<file path="config.mk">
export PLATFORM = sky130hd
export DESIGN_NAME = xor_obfuscated_frame_decoder_core
export DESIGN_NICKNAME = d
export VERILOG_FILES = /design/src/design/xofd_pkg.sv /design/src/design/xor_obfuscated_frame_decoder_core.sv /design/src/design/xofd_fsm.sv
export SDC_FILE = /design/constraint.sdc
export NUM_CORES = 1
export LEC_CHECK = 0
export BUFFER_PORTS_ARGS = -buffer_cell sky130_fd_sc_hd__buf_2
export CAP_MARGIN = 40
export CORE_UTILIZATION = 35
export CTS_CLUSTER_SIZE = 8
export DETAILED_ROUTE_END_ITERATION = 10
export GPL_ROUTABILITY_DRIVEN = 0
export PLACE_DENSITY = 0.55
export SYNTH_ARGS = -nofsm -noshare
export SYNTH_HDL_FRONTEND = slang
export SYNTH_SLANG_ARGS = --single-unit
</file>
<file path="constraint.sdc">
create_clock -name clk -period 4.5 [get_ports clk]
set_input_delay 0.225 -clock clk [delete_from_list [all_inputs] [get_ports clk]]
set_output_delay 0.225 -clock clk [all_outputs]
set_load 0.005 [all_outputs]
</file>
<file path="src/design/xofd_pkg.sv">
// Shared types, constants and the CRC helper function of the XOR-keyed frame decoder.
`timescale 1ns / 1ps

package xofd_pkg;

	typedef enum logic [1:0] {
		PH_HEADER,
		PH_BODY,
		PH_FOOT0,
		PH_FOOT1
	} phase_t;

	localparam logic [7:0]  MAGIC_0      = 8'hab;
	localparam logic [7:0]  MAGIC_1      = 8'hcd;
	localparam logic [7:0]  FOOTER_0     = 8'hdc;
	localparam logic [7:0]  FOOTER_1     = 8'hba;
	localparam logic [15:0] CRC_MARKER   = 16'hffff;
	localparam logic [15:0] CRC_POLY     = 16'h1021;

	localparam logic        KIND_DATA    = 1'b0;
	localparam logic        KIND_STATUS  = 1'b1;

	localparam logic [2:0]  ST_OK        = 3'd0;
	localparam logic [2:0]  ST_BAD_MAGIC = 3'd1;
	localparam logic [2:0]  ST_BAD_LEN   = 3'd2;
	localparam logic [2:0]  ST_BAD_FOOT  = 3'd3;
	localparam logic [2:0]  ST_BAD_CRC   = 3'd4;

	localparam int          KEY_MAX      = 16;

	localparam logic [7:0] KEY_TABLE [KEY_MAX] = '{
		8'h16, 8'h6c, 8'h14, 8'he6, 8'h2e, 8'h91, 8'h0d, 8'h40,
		8'h21, 8'h35, 8'hd5, 8'h40, 8'h13, 8'h03, 8'he9, 8'h80
	};

	typedef struct packed {
		logic        kind;
		logic [7:0]  data;
		logic [2:0]  status;
		logic [7:0]  frame_length;
		logic [15:0] computed_crc;
		logic [15:0] received_crc;
		logic        last;
	} result_t;

	// CRC-16 XMODEM, one byte, MSB first
	function automatic logic [15:0] crc_step(input logic [15:0] crc, input logic [7:0] b);
		logic [15:0] c;
		c = crc ^ {b, 8'h00};
		for (int i = 0; i < 8; i++) begin
			c = c[15] ? ({c[14:0], 1'b0} ^ CRC_POLY) : {c[14:0], 1'b0};
		end
		return c;
	endfunction

endpackage

</file>
<file path="src/design/xor_obfuscated_frame_decoder_core.sv">
// Top level of the XOR-keyed frame decoder with CRC-16 XMODEM reporting.
`timescale 1ns / 1ps

// Takes one received word per cycle while in_ready is high, and parses frames
// of the form 0xab 0xcd, length, 0x00, then length key-obfuscated payload
// words and two obfuscated CRC words, then the footer 0xdc 0xba. Each decoded
// payload word leaves at once with kind 0; a frame ends in one status word
// with kind 1 and last set (0 ok, 1 bad magic, 2 nonzero fourth header word,
// 3 bad footer, 4 CRC field not the 0xffff marker). Header words (but a
// failing fourth one), CRC words and the first footer word give no output
// word. Throughput is one word per cycle while the output is not stalled.
// The single decode stage between the input and output registers holds
// the one byte CRC-16 update (eight XOR-shift steps), which sets the cycle.
// KEY_BYTES (1 to 16) selects how many leading key bytes repeat.
module xor_obfuscated_frame_decoder_core #(
	parameter int KEY_BYTES = 16
) (
	input  logic        clk,
	input  logic        arst_n,
	input  logic        in_valid,
	output logic        in_ready,
	input  logic [7:0]  rx_byte,
	output logic        out_valid,
	input  logic        out_ready,
	output logic        kind,
	output logic [7:0]  data,
	output logic [2:0]  status,
	output logic [7:0]  frame_length,
	output logic [15:0] computed_crc,
	output logic [15:0] received_crc,
	output logic        last
);

	// input register
	logic              valid_s1;
	logic [7:0]        byte_s1;

	// decode stage
	logic              res_valid;
	xofd_pkg::result_t res;
	logic              step;
	logic              can_go;

	// output register
	logic              out_valid_q;
	xofd_pkg::result_t res_q;

	// Advance the decode stage when it yields nothing or the output
	// register is free or being emptied this cycle.
	assign can_go   = !res_valid || !out_valid_q || out_ready;
	assign step     = valid_s1 && can_go;
	assign in_ready = !valid_s1 || can_go;

	always_ff @(posedge clk or negedge arst_n) begin
		if (!arst_n) begin
			valid_s1 <= 1'b0;
		end else if (in_ready) begin
			valid_s1 <= in_valid;
		end
	end

	// hold the word while the stage is stalled
	always_ff @(posedge clk) begin
		if (in_valid && in_ready) begin
			byte_s1 <= rx_byte;
		end
	end

	xofd_fsm #(
		.KEY_BYTES(KEY_BYTES)
	) u_fsm (
		.clk      (clk),
		.arst_n   (arst_n),
		.step     (step),
		.byte_in  (byte_s1),
		.res_valid(res_valid),
		.res      (res)
	);

	// Load a new output word, or drop the current one once taken.
	always_ff @(posedge clk or negedge arst_n) begin
		if (!arst_n) begin
			out_valid_q <= 1'b0;
		end else if (step && res_valid) begin
			out_valid_q <= 1'b1;
		end else if (out_ready) begin
			out_valid_q <= 1'b0;
		end
	end

	always_ff @(posedge clk) begin
		if (step && res_valid) begin
			res_q <= res;
		end
	end

	assign out_valid    = out_valid_q;
	assign kind         = res_q.kind;
	assign data         = res_q.data;
	assign status       = res_q.status;
	assign frame_length = res_q.frame_length;
	assign computed_crc = res_q.computed_crc;
	assign received_crc = res_q.received_crc;
	assign last         = res_q.last;

`ifndef SYNTHESIS
	a_stage_holds: assert property (@(posedge clk) disable iff (!arst_n)
		valid_s1 && !step |=> valid_s1)
		else $error("decode stage lost a stalled word");

	a_result_loads: assert property (@(posedge clk) disable iff (!arst_n)
		step && res_valid |=> out_valid)
		else $error("decoded result not presented");

	a_no_overwrite: assert property (@(posedge clk) disable iff (!arst_n)
		step && res_valid |-> !out_valid_q || out_ready)
		else $error("output word overwritten before it was taken");

	a_data_word: assert property (@(posedge clk) disable iff (!arst_n)
		out_valid && kind == xofd_pkg::KIND_DATA |-> !last && status == xofd_pkg::ST_OK)
		else $error("payload word carries status fields");

	a_status_word: assert property (@(posedge clk) disable iff (!arst_n)
		out_valid && kind == xofd_pkg::KIND_STATUS |-> last && data == 8'd0)
		else $error("status word malformed");
`endif

endmodule

</file>
<file path="src/design/xofd_fsm.sv">
// Frame parsing state machine: header check, de-keying, CRC and footer check.
`timescale 1ns / 1ps

module xofd_fsm #(
	parameter int KEY_BYTES = 16
) (
	input  logic                  clk,
	input  logic                  arst_n,
	input  logic                  step,
	input  logic [7:0]            byte_in,
	output logic                  res_valid,
	output xofd_pkg::result_t     res
);

	xofd_pkg::phase_t phase_q, phase_d;
	logic        fault_q, fault_d;
	logic [7:0]  len_q, len_d;
	logic [8:0]  idx_q, idx_d;
	logic [3:0]  key_idx_q, key_idx_d;
	logic [15:0] crc_q, crc_d;
	logic [15:0] field_q, field_d;
	logic        foot_ok_q, foot_ok_d;

	logic [7:0]  dec;
	logic        in_payload;
	logic        at_crc_lo;
	logic [3:0]  key_next;

	assign dec        = byte_in ^ xofd_pkg::KEY_TABLE[key_idx_q];
	assign in_payload = idx_q < {1'b0, len_q};
	assign at_crc_lo  = idx_q == {1'b0, len_q};
	assign key_next   = (key_idx_q == 4'(KEY_BYTES - 1)) ? 4'd0 : key_idx_q + 4'd1;

	// next state
	always_comb begin
		phase_d   = phase_q;
		fault_d   = fault_q;
		len_d     = len_q;
		idx_d     = idx_q;
		key_idx_d = key_idx_q;
		crc_d     = crc_q;
		field_d   = field_q;
		foot_ok_d = foot_ok_q;
		unique case (phase_q)
			xofd_pkg::PH_HEADER: begin
				unique case (idx_q[1:0])
					2'd0: begin
						fault_d = byte_in != xofd_pkg::MAGIC_0;
						idx_d   = 9'd1;
					end
					2'd1: begin
						if (byte_in != xofd_pkg::MAGIC_1) begin
							fault_d = 1'b1;
						end
						idx_d = 9'd2;
					end
					2'd2: begin
						len_d = byte_in;
						idx_d = 9'd3;
					end
					default: begin
						idx_d     = 9'd0;
						key_idx_d = 4'd0;
						crc_d     = 16'd0;
						field_d   = 16'd0;
						foot_ok_d = 1'b0;
						if (fault_q) begin
							fault_d = 1'b0;
						end else if (byte_in == 8'd0) begin
							phase_d = xofd_pkg::PH_BODY;
						end
					end
				endcase
			end
			xofd_pkg::PH_BODY: begin
				if (in_payload) begin
					crc_d     = xofd_pkg::crc_step(crc_q, dec);
					idx_d     = idx_q + 9'd1;
					key_idx_d = key_next;
				end else if (at_crc_lo) begin
					field_d   = {field_q[15:8], dec};
					idx_d     = idx_q + 9'd1;
					key_idx_d = key_next;
				end else begin
					field_d = {dec, field_q[7:0]};
					idx_d   = 9'd0;
					phase_d = xofd_pkg::PH_FOOT0;
				end
			end
			xofd_pkg::PH_FOOT0: begin
				foot_ok_d = byte_in == xofd_pkg::FOOTER_0;
				phase_d   = xofd_pkg::PH_FOOT1;
			end
			xofd_pkg::PH_FOOT1: begin
				phase_d   = xofd_pkg::PH_HEADER;
				idx_d     = 9'd0;
				fault_d   = 1'b0;
				foot_ok_d = 1'b0;
			end
			default: begin
				phase_d = xofd_pkg::PH_HEADER;
			end
		endcase
	end

	// outputs
	always_comb begin
		res_valid          = 1'b0;
		res.kind           = xofd_pkg::KIND_DATA;
		res.data           = 8'd0;
		res.status         = xofd_pkg::ST_OK;
		res.frame_length   = len_q;
		res.computed_crc   = 16'd0;
		res.received_crc   = 16'd0;
		res.last           = 1'b0;
		unique case (phase_q)
			xofd_pkg::PH_HEADER: begin
				if (idx_q[1:0] == 2'd3) begin
					if (fault_q) begin
						res_valid  = 1'b1;
						res.kind   = xofd_pkg::KIND_STATUS;
						res.status = xofd_pkg::ST_BAD_MAGIC;
						res.last   = 1'b1;
					end else if (byte_in != 8'd0) begin
						res_valid  = 1'b1;
						res.kind   = xofd_pkg::KIND_STATUS;
						res.status = xofd_pkg::ST_BAD_LEN;
						res.last   = 1'b1;
					end
				end
			end
			xofd_pkg::PH_BODY: begin
				if (in_payload) begin
					res_valid = 1'b1;
					res.data  = dec;
				end
			end
			xofd_pkg::PH_FOOT0: begin
				res_valid = 1'b0;
			end
			xofd_pkg::PH_FOOT1: begin
				res_valid        = 1'b1;
				res.kind         = xofd_pkg::KIND_STATUS;
				res.computed_crc = crc_q;
				res.received_crc = field_q;
				res.last         = 1'b1;
				if (!(foot_ok_q && byte_in == xofd_pkg::FOOTER_1)) begin
					res.status = xofd_pkg::ST_BAD_FOOT;
				end else if (field_q != xofd_pkg::CRC_MARKER) begin
					res.status = xofd_pkg::ST_BAD_CRC;
				end else begin
					res.status = xofd_pkg::ST_OK;
				end
			end
			default: begin
				res_valid = 1'b0;
			end
		endcase
	end

	always_ff @(posedge clk or negedge arst_n) begin
		if (!arst_n) begin
			phase_q   <= xofd_pkg::PH_HEADER;
			fault_q   <= 1'b0;
			len_q     <= 8'd0;
			idx_q     <= 9'd0;
			key_idx_q <= 4'd0;
			crc_q     <= 16'd0;
			field_q   <= 16'd0;
			foot_ok_q <= 1'b0;
		end else if (step) begin
			phase_q   <= phase_d;
			fault_q   <= fault_d;
			len_q     <= len_d;
			idx_q     <= idx_d;
			key_idx_q <= key_idx_d;
			crc_q     <= crc_d;
			field_q   <= field_d;
			foot_ok_q <= foot_ok_d;
		end
	end

endmodule
</file>
==> reports/results.tsv, run 1 <==
metric	value	unit
clock_power_share	26.5	%
yosys.area_share.xor_xnor	5.57	%
muxShareOfSynthArea	4.00	%
layout.cells.most_common	sky130_fd_sc_hd__buf_2	
yosys.area_share.simple	14.4	%
syn-mean-instance-area	12.6	um^2
finalWorstPathRequiredPeriod	3400	ps
synth_compound_area_share	11.9	%
io-pin-count	67	
inserted_clock_buffers	17	
antenna_left	0	
clock-skew-final	9.46	ps
gr-usage-all-layers	16.1	%
insertion_delay_to_the_later_sink_of_the_worst_skew_pair	420	ps
post_drt_wl_per_cell	16.1	um
syn-cell-area	5820	um^2
worst_ir_drop_vdd	333	uV
yosys.cell_types.count	63	
whs_path_depth	3	
area_of_the_die	17100	um^2
rows	46	
io_buffers	66	
fp.dieW	131	um
hold-worst-slack	223	ps
nFillCells	1506	
path_clk_slew	60	ps
rsz0062_at_grt	false	
antenna_found_initial	0	
postRouteWirelength	12500	um
timing.max_slew.rel_slack	48.4	%
switching_share	36.2	%
num_antenna_cells	0	
synth.yosys.warnings	0	
pwr-share-seq	35.5	%
initial_utilization	36.2	%
rr_worst_depth	9	
timing.hold.worst.class	in -> reg	
grt_pass1_wl	19900	um
share_comb_of_total_power	38.0	%
clock_tree.root_cell	sky130_fd_sc_hd__clkbuf_16	
multiInputGateArea	2370	um^2
ff_latch_area	3280	um^2
netlist_instances	460	
max_clock_freq	294	MHz
setup_viol_count_final	0	
sum_of_overflow_across_all_layers_after_global_routing	0	
power_switching	1.84	mW
detail_route.iter0.violations	271	
chip_height	131	um
criticalPathCategory	reg -> reg	
htreeDepth	4	
detail_route.vias_per_cell	4.96	
grt_max_degree	60	
yosysSeqAreaShare	56.3	%
hpwl_detailed	8890	um
postSynth.topFlopCell	sky130_fd_sc_hd__edfxtp_1	
route.vias.total	3839	
synth.ff_latch_count	119	
area.growth.synth_to_final	21.3	%
required	4580	ps
most-common-layout-cells	sky130_fd_sc_hd__buf_2, sky130_fd_sc_hd__edfxtp_1, sky130_fd_sc_hd__dfrtp_1	
num-nets-final	580	
crit_path_start_kind	flip-flop	
final_core_util	44.0	%
sum_of_negative_setup_slack	0	ps
p_leak	3.00	nW
drive_gt1_share	23.3	%
net_count_synth	495	
tritoncts	built	
first_global_vias	3651	
internal_portion_of_total_power	3.24	mW
pre_cts_ws	1070	ps
synth_top_family_by_area	simple AND/OR/NAND/NOR gates	
report.power.total	5.08	mW
outcome	finished clean	
endpoint_arrival_time_on_the_critical_path	3480	ps
layout_worst_path_cycle_share	75.5	%
clock_tree.buffer_depth	2	
number_of_synthesized_flops_with_an_enable_pin	60	
drv.max_cap_violation_count	0	
cp_max_fo	26	
p_per_area	720	nW/um^2
clock_sinks	119	
hold_viol	0	
cp-end-kind	flip-flop	
postLayoutSetupSlackWorst	1100	ps
design.core.area	16100	um^2
drt_first_pass_iters	5	
drc	0	
synthArstFlopShare	49.6	%
timing.final.max_slew_violations	0	
max_slew.worst_pin.slew	773	ps
synth_adder_area_share	4.95	%
[kinds of logic after synthesis]
logic type               after synthesis
AO/OA/AOI/OAI                         87
XOR/XNOR                              31
multiplexers                          17
flip-flops                           119
AND/OR/NAND/NOR                      148
adder cells (fa/ha/maj)               23
buffers and inverters                 35
[stage by stage]
step | instance area [um^2] | std cells
final | 7060 | 774
after global routing | 7060 | 774
after CTS | 7060 | 774
after detailed placement | 6370 | 732
after global placement | 6360 | 730
after floorplan | 5820 | 460
[state kept, by name (all words and copies together), names as in the netlist]
| signal | count |
|---|---|
| byte_s1 | 8 |
| status | 3 |
| u_fsm.idx_q | 9 |
| u_fsm.len_q | 8 |
| last | 1 |
| received_crc | 16 |
| out_valid | 1 |
| u_fsm.phase_q | 2 |
| u_fsm.key_idx_q | 4 |
| u_fsm.field_q | 16 |
| u_fsm.crc_q | 16 |
| data | 8 |
| u_fsm.foot_ok_q | 1 |
| frame_length | 8 |
| computed_crc | 16 |
| u_fsm.fault_q | 1 |
| valid_s1 | 1 |
[final timing paths]
path,startpoint,to,slack (ps)
min,out_ready,out_valid$_DFFE_PN0P_,220
max in group asynchronous,arst_n,u_fsm.crc_q[5]$_DFFE_PN0P_,3480
min reg2reg,u_fsm.len_q[4]$_DFFE_PN0P_,frame_length[4]$_DFFE_PP_,450
max,u_fsm.idx_q[1]$_DFFE_PN0P_,data[6]$_SDFFCE_PN0P_,1100
max reg2reg,u_fsm.idx_q[1]$_DFFE_PN0P_,data[6]$_SDFFCE_PN0P_,1100
min in group asynchronous,arst_n,u_fsm.idx_q[6]$_DFFE_PN0P_,500
[final cells by class]
class | count | share of cell area (%)
tap | 216 | 3.83
sequential | 119 | 46.4
multi-input combinational | 306 | 33.6
clock inverter | 13 | 2.20
inverter | 18 | 0.957
clock buffer | 19 | 6.13
timing repair buffer | 83 | 6.81
[synth_stat cells, drive strengths merged (3+ instances only)]
| cell | n | area, um^2 |
|---|---|---|
| buf | 8 | 65.1 |
| nand2 | 31 | 116 |
| mux2i | 3 | 30.0 |
| a22o | 15 | 131 |
| o21ai | 23 | 130 |
| nor2 | 28 | 121 |
| a211oi | 3 | 32.5 |
| nand4 | 9 | 86.3 |
| and3 | 5 | 31.3 |
| clkbuf | 9 | 33.8 |
| nand2b | 6 | 45.0 |
| nor2b | 9 | 56.3 |
| nor3 | 3 | 15.0 |
| dfrtp | 59 | 1480 |
| ha | 23 | 288 |
| a31oi | 3 | 63.8 |
| xnor2 | 18 | 173 |
| mux2 | 10 | 113 |
| nand3 | 10 | 50.1 |
| xor2 | 11 | 104 |
| edfxtp | 60 | 1800 |
| o31ai | 20 | 160 |
| a21o | 3 | 22.5 |
| inv | 18 | 67.6 |
| and2 | 35 | 219 |
| mux4 | 4 | 90.1 |
| a21oi | 9 | 45.0 |
[power groups by stage]
stage | combinational [mW] | sequential, mW | clock [mW]
floorplan | 1.39 | 1.79 | 0
global placement | 1.90 | 1.81 | 0
detailed placement | 1.93 | 1.83 | 0
CTS | 1.95 | 1.81 | 1.38
global route | 2.15 | 1.85 | 1.42
finish | 1.93 | 1.81 | 1.35
[routing by layer]
layer / track usage (%) / share of wire (%)
met5: 0 / 0
met4: 8.45 / 2.5
met3: 4.28 / 5.0
met2: 23.3 / 44
met1: 22.0 / 49
[critical path: stages (launching register included)]
cell	delay [ps]
sky130_fd_sc_hd__dfrtp_1	470
sky130_fd_sc_hd__ha_1	300
sky130_fd_sc_hd__and4_1	210
sky130_fd_sc_hd__nor2b_1	130
sky130_fd_sc_hd__o21ai_0	520
sky130_fd_sc_hd__nand2_1	120
sky130_fd_sc_hd__buf_4	240
sky130_fd_sc_hd__a22oi_1	190
sky130_fd_sc_hd__and3_2	470
sky130_fd_sc_hd__buf_4	400
[timing repair]
action | 4_1_cts | 5_1_grt
setup buffers | 0 | 0
gates resized for setup | 0 | 0
hold endpoints to repair | 66 | 0
hold buffers | 10 | 0
No activity file was read; power rests on OpenSTA's default activity.
==> run 2: changes to the inputs <==
==> constraint.sdc (replaced) <==
create_clock -name clk -period 3.2 [get_ports clk]
set_input_delay 0.16 -clock clk [delete_from_list [all_inputs] [get_ports clk]]
set_output_delay 0.16 -clock clk [all_outputs]
set_load 0.005 [all_outputs]
==> reports/results.tsv, run 2 (synthesized netlist as in run 1, its figures left out) <==
metric	value	unit	change
outcome	finished clean		
route.vias.total	3809		-0.78%
design.core.area	16100	um^2	unchanged
timing.rr.end	byte_s1[7]$_DFFE_PP_		
sum_of_overflow_across_all_layers_after_global_routing	0		unchanged
endpoint_arrival_time_on_the_critical_path	2720	ps	-760 ps
pre_cts_ws	361	ps	-708 ps
num-nets-final	591		+1.9%
setup_viol_count_final	0		unchanged
worst_r2r_startpoint	byte_s1[5]$_DFFE_PP_		
post_drt_wl_per_cell	16.5	um	+2.4%
area_of_the_die	17100	um^2	unchanged
hold_viol	0		unchanged
detail_route.vias_per_cell	4.85		-2.2%
worstPathBufferInverterCount	1		-1
first_global_vias	3849		+5.4%
timing.final.max_slew_violations	0		unchanged
gr-usage-all-layers	16.6	%	+0.47 points
layout.cells.most_common	sky130_fd_sc_hd__buf_2		
multiInputGateArea	2380	um^2	+0.16%
rsz0062_at_grt	false		
criticalPathCategory	reg -> out		
setup.reg_to_reg.worst_slack	340	ps	-760 ps
clock_tree.buffer_depth	2		unchanged
grt_max_degree	39		-35%
tritoncts	built		
most-common-layout-cells	sky130_fd_sc_hd__buf_2, sky130_fd_sc_hd__edfxtp_1, sky130_fd_sc_hd__dfrtp_1		
p_per_area	1020	nW/um^2	+42%
detail_route.iter0.violations	247		-8.9%
grt_pass1_wl	20700	um	+3.8%
cp_max_fo	5		-81%
required	3040	ps	-1540 ps
sum_of_negative_setup_slack	0	ps	unchanged
path_clk_slew	50	ps	about the same
p_leak	3.06	nW	+2.1%
timing.critical_path.to	in_ready		
clock_tree.root_cell	sky130_fd_sc_hd__clkbuf_16		
cp_num_cells	7		-2
hpwl_detailed	9420	um	+6.0%
rr_worst_depth	7		-2
crit_path_start_kind	flip-flop		
inserted_clock_buffers	17		unchanged
cp-end-kind	primary output		
startpoint	byte_s1[5]$_DFFE_PP_		
postRouteWirelength	12900	um	+3.8%
timing.max_slew.rel_slack	62.5	%	+14 points
postLayoutSetupSlackWorst	322	ps	-779 ps
drv.max_cap_violation_count	0		unchanged
chip_height	131	um	unchanged
io_buffers	66		unchanged
max_clock_freq	347	MHz	
io-pin-count	67		unchanged
drt_first_pass_iters	4		-1
antenna_left	0		unchanged
drive_gt1_share	24.4	%	+1.1 points
cpMaxStageDelayCell	sky130_fd_sc_hd__or4_1		
worst_ir_drop_vdd	492	uV	+48%
finalWorstPathRequiredPeriod	2880	ps	
rows	46		unchanged
clock-skew-final	12.9	ps	+3.43 ps
nFillCells	1477		-1.9%
area.growth.synth_to_final	23.5	%	
drc	0		unchanged
clock_sinks	119		unchanged
num_antenna_cells	0		unchanged
initial_utilization	36.2	%	unchanged
timing.hold.worst.class	in -> reg		
htreeDepth	4		unchanged
layout_worst_path_cycle_share	89.9	%	
antenna_found_initial	0		unchanged
insertion_delay_to_the_later_sink_of_the_worst_skew_pair	420	ps	about the same
ff_latch_area	3280	um^2	unchanged
timing.critical_path.max_delay_family	simple AND/OR/NAND/NOR gates		
max_slew.worst_pin.slew	563	ps	-210 ps
timing.critical_path.slowest_cell_delay	570	ps	+50 ps
timing.critical_path.cells	or4_1, or3_4, a31oi_4, a21boi_4, nor2_1, nand2_1, buf_2		
fp.dieW	131	um	unchanged
-- run 2: worst min-delay path by stage --
stage	from	end	slack, ps	cells after the start
final	out_ready	out_valid$_DFFE_PN0P_	150	3
after global routing	out_ready	out_valid$_DFFE_PN0P_	150	3
after CTS	out_ready	out_valid$_DFFE_PN0P_	150	3
after detailed placement	arst_n	u_fsm.idx_q[3]$_DFFE_PN0P_	190	1
after global placement	arst_n	u_fsm.idx_q[3]$_DFFE_PN0P_	190	1
after floorplan	arst_n	out_valid$_DFFE_PN0P_	-140	0
-- run 2: worst reg2reg max path: cells and delay by family (launching register included) --
family / cells / cell delay, ps
simple gates: 5 / 1550
compound gates: 2 / 510
flops: 1 / 460
-- run 2: final cells by class --
class	count	share of cell area (%)
Clock buffer	18	5.97
Inverter	18	0.941
Multi-Input combinational cell	306	33.1
Tap cell	216	3.76
Timing Repair Buffer	94	8.05
Clock inverter	14	2.53
Sequential cell	119	45.6
-- run 2: power by group --
part	switching, mW	internal (mW)
Clock	0.673	1.29
Combinational	1.63	1.22
Sequential	0.320	2.23
Total	2.62	4.74
-- run 2: routing by layer --
| metal | vias up | global-route usage (%) | wire length, um |
|---|---|---|---|
| li1 | 1861 | - | - |
| met1 | 1845 | 20.4 | 5830 |
| met2 | 87 | 27.1 | 6240 |
| met3 | 16 | 5.05 | 598 |
| met4 | 0 | 6.90 | 273 |
| met5 | - | 0 | 0 |
-- run 2: timing repair --
| item | in CTS | in global routing |
|---|---|---|
| hold buffers | 10 | 0 |
| endpoints found under the hold margin | 30 | 0 |
| setup buffers | 0 | 0 |
| gates resized for setup | 0 | 0 |
-- run 2: stage by stage --
step | hold WS, ps | instance area (um^2) | cells | utilization [%] | power (mW)
floorplan | -136 | 5820 | 460 | - | 4.47
finish | 149 | 7180 | 785 | 44.7 | 7.36
detailed placement | 190 | 6470 | 743 | 40.3 | 5.44
CTS | 146 | 7180 | 785 | 44.7 | 7.45
global placement | 191 | 6470 | 743 | 40.3 | 5.40
global route | 146 | 7180 | 785 | 44.7 | 7.85
